==> src/rtl/core/gnn_ram.sv <==
// ============================================================================
// gnn_ram: generic single-port-write, single-read RAM
// Registered read.
// ============================================================================
module gnn_ram #(
    parameter int WIDTH = 16,
    parameter int DEPTH = 8
) (
    input  logic                     aclk,
    input  logic                     wr_en,
    input  logic [$clog2(DEPTH)-1:0] wr_addr,
    input  logic [WIDTH-1:0]         wr_data,
    input  logic [$clog2(DEPTH)-1:0] rd_addr,
    output logic [WIDTH-1:0]         rd_data
);
    logic [WIDTH-1:0] mem [DEPTH];

    always_ff @(posedge aclk) begin
        if (wr_en) mem[wr_addr] <= wr_data;
        rd_data <= mem[rd_addr];
    end
endmodule

==> config.mk <==
export PLATFORM = sky130hd
export DESIGN_NAME = gnn_ram
export DESIGN_NICKNAME = d
export VERILOG_FILES = /design/src/rtl/core/gnn_ram.sv
export SDC_FILE = /design/constraint.sdc
export NUM_CORES = 1
export LEC_CHECK = 0
export BUFFER_PORTS_ARGS = -buffer_cell sky130_fd_sc_hd__buf_2
export CORE_AREA = 2 2 133 122
export CTS_CLUSTER_DIAMETER = 100
export DETAILED_ROUTE_END_ITERATION = 7
export DIE_AREA = 0 0 135 124
export SKIP_CTS_REPAIR_TIMING = 1
export SYNTH_ARGS = -nofsm -noshare
export SYNTH_HDL_FRONTEND = slang
export SYNTH_SLANG_ARGS = --single-unit
==> constraint.sdc <==
create_clock -name aclk -period 1.8 [get_ports aclk]
set_input_delay 0.18 -clock aclk [delete_from_list [all_inputs] [get_ports aclk]]
set_output_delay 0.18 -clock aclk [all_outputs]
set_load 0.005 [all_outputs]
== Word level (Yosys, flattened, before mapping) ==
Memory sizes are Yosys's and may differ from the RTL's. A register that Yosys moved wholly into a read port is not among the register bits.
Cells that the tools add are included.
Storage, ports and cells
  input port bits: 24
  RAM bits: 128
  bits in read-only memories: 0
  memories: 1
  logic and storage cells: 3
  output and inout bits: 16
  latch bits: 0
  flip-flop bits (word level): 0
Operators by class
  multiplexer cells: 2
  reduce and logical (&&, ||, !) cells: 0
  magnitude comparators: 0
  shifts and indexed selects: 0
  divide/modulo/power cells: 0
  multiply operators: 0
  eq/ne operators: 0
  bitwise gates (word level): 0
  add/subtract/negate cells: 0
Memory list
  mem: words 8, width 16, read ports 1, clocked after memory_dff 1, write ports 1, RTL line 16  | logic [WIDTH-1:0] mem [DEPTH];
Operator list (count)
  $mux 1: 2

== Logic depth before layout (Yosys ltp) ==
Gate-level depths: netlist (run 1).
  depth after elaboration: 2
  mapped depth: 4

== Worst setup path after synthesis (run 1) ==
No wires, ideal clock.
  path kind: input -> register
  start: in wr_addr[2]
  end: mem mem[0][0], enable pin
  required time: 1.391 ns
  stages: 2
  data arrival time: 1.493 ns
  setup time: 0.409 ns
  slack: -0.103 ns
  cell sequence: nand2b_1 nor3_1
RTL lines
  start: declaration: RTL line 11  | input logic [$clog2(DEPTH)-1:0] wr_addr,
  end: declaration: RTL line 16
Straight into the memory's write port.

==> summary.md, run 1 <==
| Metric | Value |
|---|---|
| CP top delay family | `multiplexers` |
| Tcrit/Tclk final | `71.36%` |
| Share of cells above drive strength 1 | `34.97%` |
| DPL Wire Length | `5.022 mm` |
| DRT Pass-1 Iters | `4` |
| Setup CP Type | `reg -> reg` |
| Die ar. | `16740 sq um` |
| IO buf count | `39` |
| Clock Skews | `7.546 ps` |
| Rows | `43` |
| Critical path's largest stage delay | `520 ps` |
| Arrival time at the worst endpoint | `1580 ps` |
| Max-cap violations | `0` |
| Worst setup SP type | `flip-flop` |
| Largest net degree at the start of global routing | `33` |
| Power density over the cells | `1188 nW/um^2` |
| RSZ-0062 raised after global routing | `no` |
| Residual DRC | `0` |
| Post-synth ARST share | `0%` |
| Placeable core area | `15280 sq um` |
| Sequential area share after synthesis | `78.66%` |
| Leading area contributor after synthesis | `edfxtp_1` |
| DR iter-0 viols | `216` |
| Critical path peak fanout | `1` |
| Final net count | `297` |
| Overall power | `7.578 mW` |
| Net Count, Synth | `238` |
| CP Capture Type | `flip-flop` |
| Min Tclk post-route | `1284 ps` |
| Number of synthesized flops with an enable pin | `128` |
| WL/cell | `18.98 um` |
| Synth cell count leaders | `edfxtp_1 (128), mux4_1 (28), dfxtp_1 (16), mux2_2 (16), nor2_1 (6)` |
| Vias in the first global route | `2320` |
| Synthesized area per cell | `24.74 sq um` |
| Worst-path clk slew | `50 ps` |
| Clock sinks | `144` |
| I/O pins | `40` |
| Total CTS buffers | `17` |
| Worst-skew pair later-pin latency | `410 ps` |
| Fin. Hold Viols | `0` |
| Peak supply drop | `813.9 uV` |
| Slew headroom | `64.59%` |
| CP startpoint | `mem[3][9]` |
| CTS tree | `done` |
| Post-synth top area share | `72.61%` |
| Status | `complete, no violations` |
| FF+latch count, synth | `144` |
| Fmax | `778.5 MHz` |
| First-pass GRT wire length | `13.52 mm` |
| Die height | `124 um` |
| Gpl congestion | `0.6557` |
| Mapped Cells | `214` |
| Die W | `135 um` |
| Initial antenna violation count | `1` |
| H-tree levels | `4` |
| Worst Tran Pin Value | `531.2 ps` |
| Netlist Area Pre-Place | `5294 sq um` |
| Min-delay src | `wr_data[3]` |
| Worst Hold Class | `in -> reg` |
| Clock root buffer master | `clkbuf_16` |
| Yosys cell types | `12` |
| Area grow syn2layout | `20.49%` |
| Gr usage total | `12.03%` |
| ANT nets after route | `0` |
| Final Slew Violations | `0` |
| Remaining Overflow, GRT | `0` |
| Leak | `2.206 nW` |
| Layout Utilization | `41.75%` |
| Endpoints failing setup | `0` |
| Vias | `2269` |
| Final WL | `9.280 mm` |
| Critical-path top delay cell | `mux4_1` |
| Synth top area cells | `edfxtp_1 (73%), mux4_1 (14%), dfxtp_1 (6.1%), mux2_2 (3.4%), mux4_2 (1.7%)` |
| FF-to-FF Start | `mem[3][9]` |
| Synth Flop Type | `edfxtp_1` |
| Ys Warns | `0` |
| Setup TNS | `0 ps` |
| Cell with the most instances after synthesis | `edfxtp_1` |
| Buf/Inv on CP | `0` |
| Via density | `4.640` |
| Starting Density | `34.65%` |
| Worst Path Required | `2100 ps` |
| CP Cell Sequence | `mux4_1, mux2_2` |
| Clock buffer depth | `2` |
[area by class of cell]
type / instances / area, sq um
Fill cell: 1353 / 8901
Sequential cell: 144 / 4164
Multi-Input combinational cell: 61 / 1075
Clock buffer: 20 / 446.7
Timing Repair Buffer: 49 / 295.3
Tap cell: 202 / 252.7
Clock inverter: 12 / 142.6
Antenna cell: 1 / 2.502
[flip-flops by register name, summed over array words and instances (netlist names)]
signal,cells
mem,128
rd_data,16
[logic make-up (layout without fill, tap and decap cells)]
family        after synthesis  in the layout  share of synthesized area [%]
buf+inv                     9             81                          1.229
other cells                 0              1                              0
mux                        48             48                          19.00
simple gates               13             13                          1.111
flops                     144            144                          78.66
[layout by cell type (no fill, tap or decap), types with 2 or more instances in the layout]
cell          n
edfxtp_1    128
buf_2        39
mux4_1       28
clkbuf_16    17
mux2_2       16
dfxtp_1      16
buf_4         8
nor2_1        6
clkinv_2      5
mux4_2        4
nand2b_1      3
bufinv_16     3
nand2_1       2
nor3_2        2
clkbuf_1      2
clkinvlp_4    2
buf_12        2
[routing by layer]
metal | GRT usage, % | part of all wire, % | up-vias
met5 | 0 | 0 | -
met4 | 5.013 | 1.2 | 0
met3 | 5.006 | 4.1 | 7
met2 | 19.67 | 50 | 37
met1 | 14.15 | 44 | 1186
li1 | - | - | 1039
[where the power goes]
part	internal (mW)	leakage (nW)	switching [mW]
combinational	0.174	0.622	0.169
clock	2.20	0.287	1.23
sequential	3.78	1.30	0.0319
[through the flow]
stage / cells / instance area, sq um / setup slack, ps / hold WS (ps)
CTS: 488 / 6376 / 518.9 / 20.29
global route: 488 / 6376 / 474.5 / 24.90
finish: 489 / 6379 / 515.5 / 31.72
detailed placement: 456 / 5787 / 251.1 / 455.1
global placement: 456 / 5787 / 276.8 / 443.2
floorplan: 214 / 5304 / 324.1 / 278.9
[final timing paths]
kind | endpoint | slack, ps | depth (start not counted)
worst min-delay path | mem[4][3] | 30 | 1
worst max-delay path | rd_data[9] | 520 | 2
worst max register to register | rd_data[9] | 520 | 2
worst min register to register | rd_data[10] | 670 | 2
(Power assumes the default switching activity.)
==> run 2: changes to the inputs <==
Clock period 1.8 ns to 1.3 ns, I/O delays scaled along.
==> run 2 against run 1 <==
Against the previous run: critical path type unchanged; die area unchanged; utilization is 2.1 points higher; the run now ends with hold timing left; sequential cell count stayed put; sequential power increased by 38%; maximum frequency grew 1.2%; largest cell class unchanged.
==> summary.md, run 2 (synthesis results as in run 1) <==
| Metric | Value |
|---|---|
| Status | `finished with violations` |
| Failing checks | `hold timing` |
| Worst Hold Class | `in -> reg` |
| CP Capture Type | `flip-flop` |
| Biggest regs | `mem x128, rd_data x16` |
| Number of flip-flops under the largest register name | `128 (unchanged)` |
| Residual DRC | `0 (unchanged)` |
| Worst-path clk slew | `50 ps (about the same)` |
| CP Cell Sequence | `mux4_1, mux2_2` |
| Remaining Overflow, GRT | `0 (unchanged)` |
| Min Tclk post-route | `1270 ps (-14.87 ps)` |
| DRT Pass-1 Iters | `4 (unchanged)` |
| Largest net degree at the start of global routing | `25 (-24%)` |
| Leak | `2.320 nW (+5.2%)` |
| Placed cells | `463 (+1.5%)` |
| CTS tree | `done` |
| Clock Skews | `10.32 ps (+2.770 ps)` |
| Hold WS | `-0.4430 ps (-32.16 ps)` |
| Worst setup SP type | `flip-flop` |
| Total CTS buffers | `17 (unchanged)` |
| Share of cells above drive strength 1 | `36.39% (+1.4 points)` |
| Placeable core area | `15280 sq um (unchanged)` |
| Fin. Hold Viols | `2 (+2)` |
| I/O pins | `40 (unchanged)` |
| Hold Path Depth | `1 (unchanged)` |
| CP top delay family | `multiplexers` |
| Final Slew Violations | `0 (unchanged)` |
| Starting Density | `34.65% (unchanged)` |
| Power density over the cells | `1632 nW/um^2 (+37%)` |
| Endpoints failing setup | `0 (unchanged)` |
| Non-Filler Instances | `507 (+3.7%)` |
| WL/cell | `18.23 um (-3.9%)` |
| Antenna cells | `0 (-1)` |
| Worst-skew pair later-pin latency | `410 ps (about the same)` |
| Largest Register | `mem` |
| Die W | `135 um (unchanged)` |
| ANT nets after route | `0 (unchanged)` |
| Initial antenna violation count | `0 (-1)` |
| Max-cap violations | `0 (unchanged)` |
| Setup CP Type | `reg -> reg` |
| Arrival time at the worst endpoint | `1560 ps (-20 ps)` |
| Gpl congestion | `0.6650 (+1.4%)` |
| Vias | `2342 (+3.2%)` |
| Reg2Reg Depth | `2 (unchanged)` |
| Most frequent cells in the layout | `edfxtp_1 (128), buf_2 (39), mux4_1 (23)` |
| Final WL | `9.245 mm (-0.38%)` |
| Worst Path Required | `1590 ps (-510 ps)` |
| Rows | `43 (unchanged)` |
| RSZ-0062 raised after global routing | `no` |
| Most common cell after layout, fill and taps aside | `edfxtp_1` |
| Worst path depth | `2 (unchanged)` |
| Die height | `124 um (unchanged)` |
| H-tree levels | `4 (unchanged)` |
| Critical path's largest stage delay | `520 ps (about the same)` |
| Fmax | `787.6 MHz (+1.2%)` |
| Fillers | `1334 (-1.4%)` |
| Buf/Inv on CP | `0 (unchanged)` |
| Layout Utilization | `43.81% (+2.1 points)` |
| Critical-path top delay cell | `mux4_1` |
| Clock buffer depth | `2 (unchanged)` |
| Via density | `4.619 (-0.45%)` |
| Tcrit/Tclk final | `97.66% (+26 points)` |
| Final net count | `316 (+6.4%)` |
| Peak supply drop | `1012 uV (+24%)` |
| First-pass GRT wire length | `13.68 mm (+1.1%)` |
| Slew headroom | `79.08% (+14 points)` |
| Area grow syn2layout | `26.45%` |
| IO buf count | `39 (unchanged)` |
| Clock root buffer master | `clkbuf_16` |
| Die ar. | `16740 sq um (unchanged)` |
| Gr usage total | `11.88% (-0.15 points)` |
| Worst Tran Pin Value | `312.1 ps (-219.1 ps)` |
| DPL Wire Length | `5.399 mm (+7.5%)` |
| Critical path peak fanout | `1 (unchanged)` |
| Clock sinks | `144 (unchanged)` |
| Vias in the first global route | `2347 (+1.2%)` |
| DR iter-0 viols | `219 (+1.4%)` |
run 2: changes by cell type in the layout (fill, tap and decap cells not counted), moves of 2 or more:
cell and delta:
buf_12 +10, mux4_1 -5, clkinv_2 -2, buf_4 -3, clkinv_1 +2, bufinv_16 +2
mux4_2 +5, dlygate4sd3_1 +12
run 2: worst paths after layout:
check | start | endpoint | slack (ps)
min | wr_data[5] | mem[1][5] | -0.4
max reg2reg | mem[1][9] | rd_data[9] | 30
max | mem[1][9] | rd_data[9] | 30
min reg2reg | mem[5][11] | rd_data[11] | 660
run 2: layer usage:
metal	track usage [%]	up-vias	share of wire, %
met4	4.102	0	1.1
met2	17.96	50	48
met3	5.047	9	4.6
li1	-	1079	-
met1	15.53	1204	46
met5	0	-	0
run 2: cell type report:
type	instances	area (sq um)	share of cell area, %
Sequential cell	144	4164	62.21
Multi-Input combinational cell	61	1059	15.81
Timing Repair Buffer	68	593.1	8.860
Clock buffer	19	432.9	6.467
Tap cell	202	252.7	3.776
Clock inverter	13	192.7	2.879
run 2: power breakdown:
part	total [mW]	internal [mW]	leakage [nW]	switching (mW)
clock network	5.10	3.37	0.303	1.73
registers	5.27	5.23	1.30	0.0400
logic	0.553	0.301	0.719	0.252
total	10.9	8.90	2.32	2.02
run 2: through the flow:
stage | setup TNS, ps | total power, mW | setup slack, ps | instance area, sq um | hold slack [ps]
after floorplan | -8830 | 5.627 | -125.9 | 5306 | 228.9
after global placement | -2019 | 5.883 | -160.8 | 5967 | 394.9
after detailed placement | -2161 | 5.901 | -168.9 | 5967 | 407.0
after CTS | -6.300 | 11.01 | -6.300 | 6593 | -28.16
after global routing | 0 | 11.25 | 4.022 | 6694 | 0.6724
final | 0 | 10.92 | 30.40 | 6694 | -0.4430
==> run 3: changes to the inputs <==
Settings changed: CELL_PAD_IN_SITES_DETAIL_PLACEMENT set to 1, CELL_PAD_IN_SITES_GLOBAL_PLACEMENT set to 2, PLACE_DENSITY_LB_ADDON set to 0.1.
==> run 3 against run 2 <==
Against the previous run: register-to-register slack hardly changed; the flow still finishes with violations (hold timing); sequential cell count unchanged; total power down 1.9%; largest power group unchanged; sequential share of layout area grew 1.5 points; critical path type unchanged; worst hold slack worse by 11 ps; cell area decreased by 2.4%; non-clock buffer count is 9 lower; first-iteration DRC count fell by 10%; cell count down 1.8%; maximum frequency grew 0.82%.
==> summary.md, run 3 (synthesis results as in run 1) <==
| Metric | Value |
|---|---|
| Gpl congestion | `0.6285 (-5.5%)` |
| First-pass GRT wire length | `15.26 mm (+12%)` |
| H-tree levels | `4 (unchanged)` |
| Area grow syn2layout | `23.38%` |
| Biggest regs | `mem x128, rd_data x16` |
| WL/cell | `20.32 um (+11%)` |
| Slew headroom | `85.36% (+6.3 points)` |
| GRT Max-Usage Layer | `met2` |
| Vias in the first global route | `2530 (+7.8%)` |
| Endpoint of the worst hold path | `mem[3][10]` |
| Worst Path Required | `1600 ps (about the same)` |
| Clock Power Share | `45.9% (-0.8 points)` |
| Reg2Reg Depth | `2 (unchanged)` |
| Final Slew Violations | `0 (unchanged)` |
| Setup slack, reg-to-reg | `40 ps (about the same)` |
| Antenna cells | `0 (unchanged)` |
| Final WS setup | `40.76 ps (+10.36 ps)` |
| Die ar. | `16740 sq um (unchanged)` |
| Clock Skews | `7.133 ps (-3.183 ps)` |
| Critical path peak fanout | `1 (unchanged)` |
| DPL Wire Length | `6.133 mm (+14%)` |
| Die W | `135 um (unchanged)` |
| Clock root buffer master | `clkbuf_16` |
| Met1 usage | `17.51% (+2.0 points)` |
| Most frequent cells in the layout | `edfxtp_1 (128), buf_2 (39), mux4_1 (25)` |
| Endpoints failing setup | `0 (unchanged)` |
| I/O pins | `40 (unchanged)` |
| DR iter-0 viols | `197 (-10%)` |
| Min Tclk post-route | `1259 ps (-10.36 ps)` |
| Final net count | `307 (-2.8%)` |
| Placeable core area | `15280 sq um (unchanged)` |
| Worst-path clk slew | `60 ps (about the same)` |
| Share of cells above drive strength 1 | `37.84% (+1.4 points)` |
| CTS tree | `done` |
| Status | `finished with violations` |
| Worst setup SP type | `flip-flop` |
| IO buf count | `39 (unchanged)` |
| Gr usage total | `13.18% (+1.3 points)` |
| Worst Hold Class | `in -> reg` |
| Leak | `2.271 nW (-2.1%)` |
| Critical R2R Capture | `rd_data[14]` |
| Largest net degree at the start of global routing | `18 (-28%)` |
| Arrival time at the worst endpoint | `1550 ps (about the same)` |
| Tcrit/Tclk final | `96.86% (-0.80 points)` |
| DRT Pass-1 Iters | `4 (unchanged)` |
| Remaining Overflow, GRT | `0 (unchanged)` |
| Max-cap violations | `0 (unchanged)` |
| Fin. Hold Viols | `27 (+25)` |
| Psw | `2.047 mW (+1.3%)` |
| Logic pwr share | `4.9% (-0.2 points)` |
| Power density over the cells | `1641 nW/um^2 (+0.58%)` |
| Worst Tran Pin Value | `218.4 ps (-93.70 ps)` |
| Number of flip-flops under the largest register name | `128 (unchanged)` |
| Rows | `43 (unchanged)` |
| ANT nets after route | `0 (unchanged)` |
| Min-delay src | `wr_data[10]` |
| CP Capture Type | `flip-flop` |
| Initial antenna violation count | `0 (unchanged)` |
| Via density | `4.751 (+2.9%)` |
| Final WL | `10.12 mm (+9.4%)` |
| Pre-CTS setup slack | `-170.7 ps (-1.847 ps)` |
| Clock buffer depth | `2 (unchanged)` |
| Met2 Resource Use GR | `20.53% (+2.6 points)` |
| Fmax | `794.1 MHz (+0.82%)` |
| Fillers | `1432 (+7.3%)` |
| Starting Density | `34.65% (unchanged)` |
| Peak supply drop | `881.0 uV (-13%)` |
| Largest Register | `mem` |
| Internal Dissipation | `8.672 mW (-2.6%)` |
| Failing checks | `hold timing` |
| Vias | `2366 (+1.0%)` |
| Total CTS buffers | `17 (unchanged)` |
| RSZ-0062 raised after global routing | `no` |
| Die height | `124 um (unchanged)` |
| FF-to-FF Start | `mem[1][14]` |
| Hold Path Depth | `1 (unchanged)` |
| Met3 usage | `4.314% (-0.73 points)` |
| Worst-skew pair later-pin latency | `410 ps (about the same)` |
| Hold WS | `-10.95 ps (-10.51 ps)` |
| Clock sinks | `144 (unchanged)` |
| Layout Utilization | `42.74% (-1.1 points)` |
| Sequential power share | `49.2% (+1.0 points)` |
| Setup CP Type | `reg -> reg` |
| Most common cell after layout, fill and taps aside | `edfxtp_1` |
| Switching Fraction | `19.10% (+0.60 points)` |
| Residual DRC | `0 (unchanged)` |
-- run 3: changes by cell type in the layout (fill, tap and decap cells not counted), moves of 2 or more --
cell,before,now
buf_12,12,8
dlygate4sd3_1,12,1
mux4_2,9,7
clkinv_2,3,5
mux4_1,23,25
buf_4,5,11
-- run 3: through the flow --
step / instances / hold slack (ps) / total power [mW] / area, sq um / TNS [ps]
global route: 498 / 2.108 / 11.11 / 6531 / 0
detailed placement: 465 / 415.4 / 5.910 / 5932 / -2075
global placement: 465 / 397.4 / 5.898 / 5932 / -1959
finish: 498 / -10.95 / 10.72 / 6531 / 0
CTS: 497 / -23.41 / 10.88 / 6533 / 0
floorplan: 214 / 228.9 / 5.627 / 5306 / -8830
-- run 3: critical path, cell delays in order (launching register included) --
cell and delay, ps:
edfxtp_1 360, mux4_1 520, mux2_2 270
-- run 3: final cells by class --
class	instances	area, sq um	share of cell area (%)
flip-flops and latches	144	4164	63.75
well taps	202	252.7	3.870
clock buffers	18	429.2	6.571
repair buffers	59	447.9	6.858
multi-input cells	61	1066	16.32
clock inverters	14	171.4	2.625
-- run 3: power by group through the flow --
stage	clock network, mW	registers, mW	logic (mW)
6_report	4.92	5.27	0.527
5_1_grt	5.24	5.29	0.584
4_1_cts	5.06	5.27	0.541
3_5_place_dp	0	5.37	0.539
3_3_place_gp	0	5.36	0.534
2_1_floorplan	0	5.36	0.265
-- run 3: worst max path at each step --
| stage | from | to | slack, ps | cells after the start |
|---|---|---|---|---|
| 2_1_floorplan | wr_addr[2] | mem[1][0] | -130 | 2 |
| 3_3_place_gp | rd_addr[0] | rd_data[9] | -150 | 4 |
| 3_5_place_dp | rd_addr[0] | rd_data[9] | -170 | 4 |
| 4_1_cts | mem[1][12] | rd_data[12] | 4 | 2 |
| 5_1_grt | mem[4][11] | rd_data[11] | 3 | 2 |
| 6_report | mem[1][14] | rd_data[14] | 40 | 2 |
-- run 3: metal layers --
| metal | share of wire, % | up-vias |
|---|---|---|
| met5 | 0 | - |
| met4 | 1.2 | 0 |
| met2 | 48 | 40 |
| met3 | 3.5 | 10 |
| met1 | 47 | 1256 |
| li1 | - | 1060 |
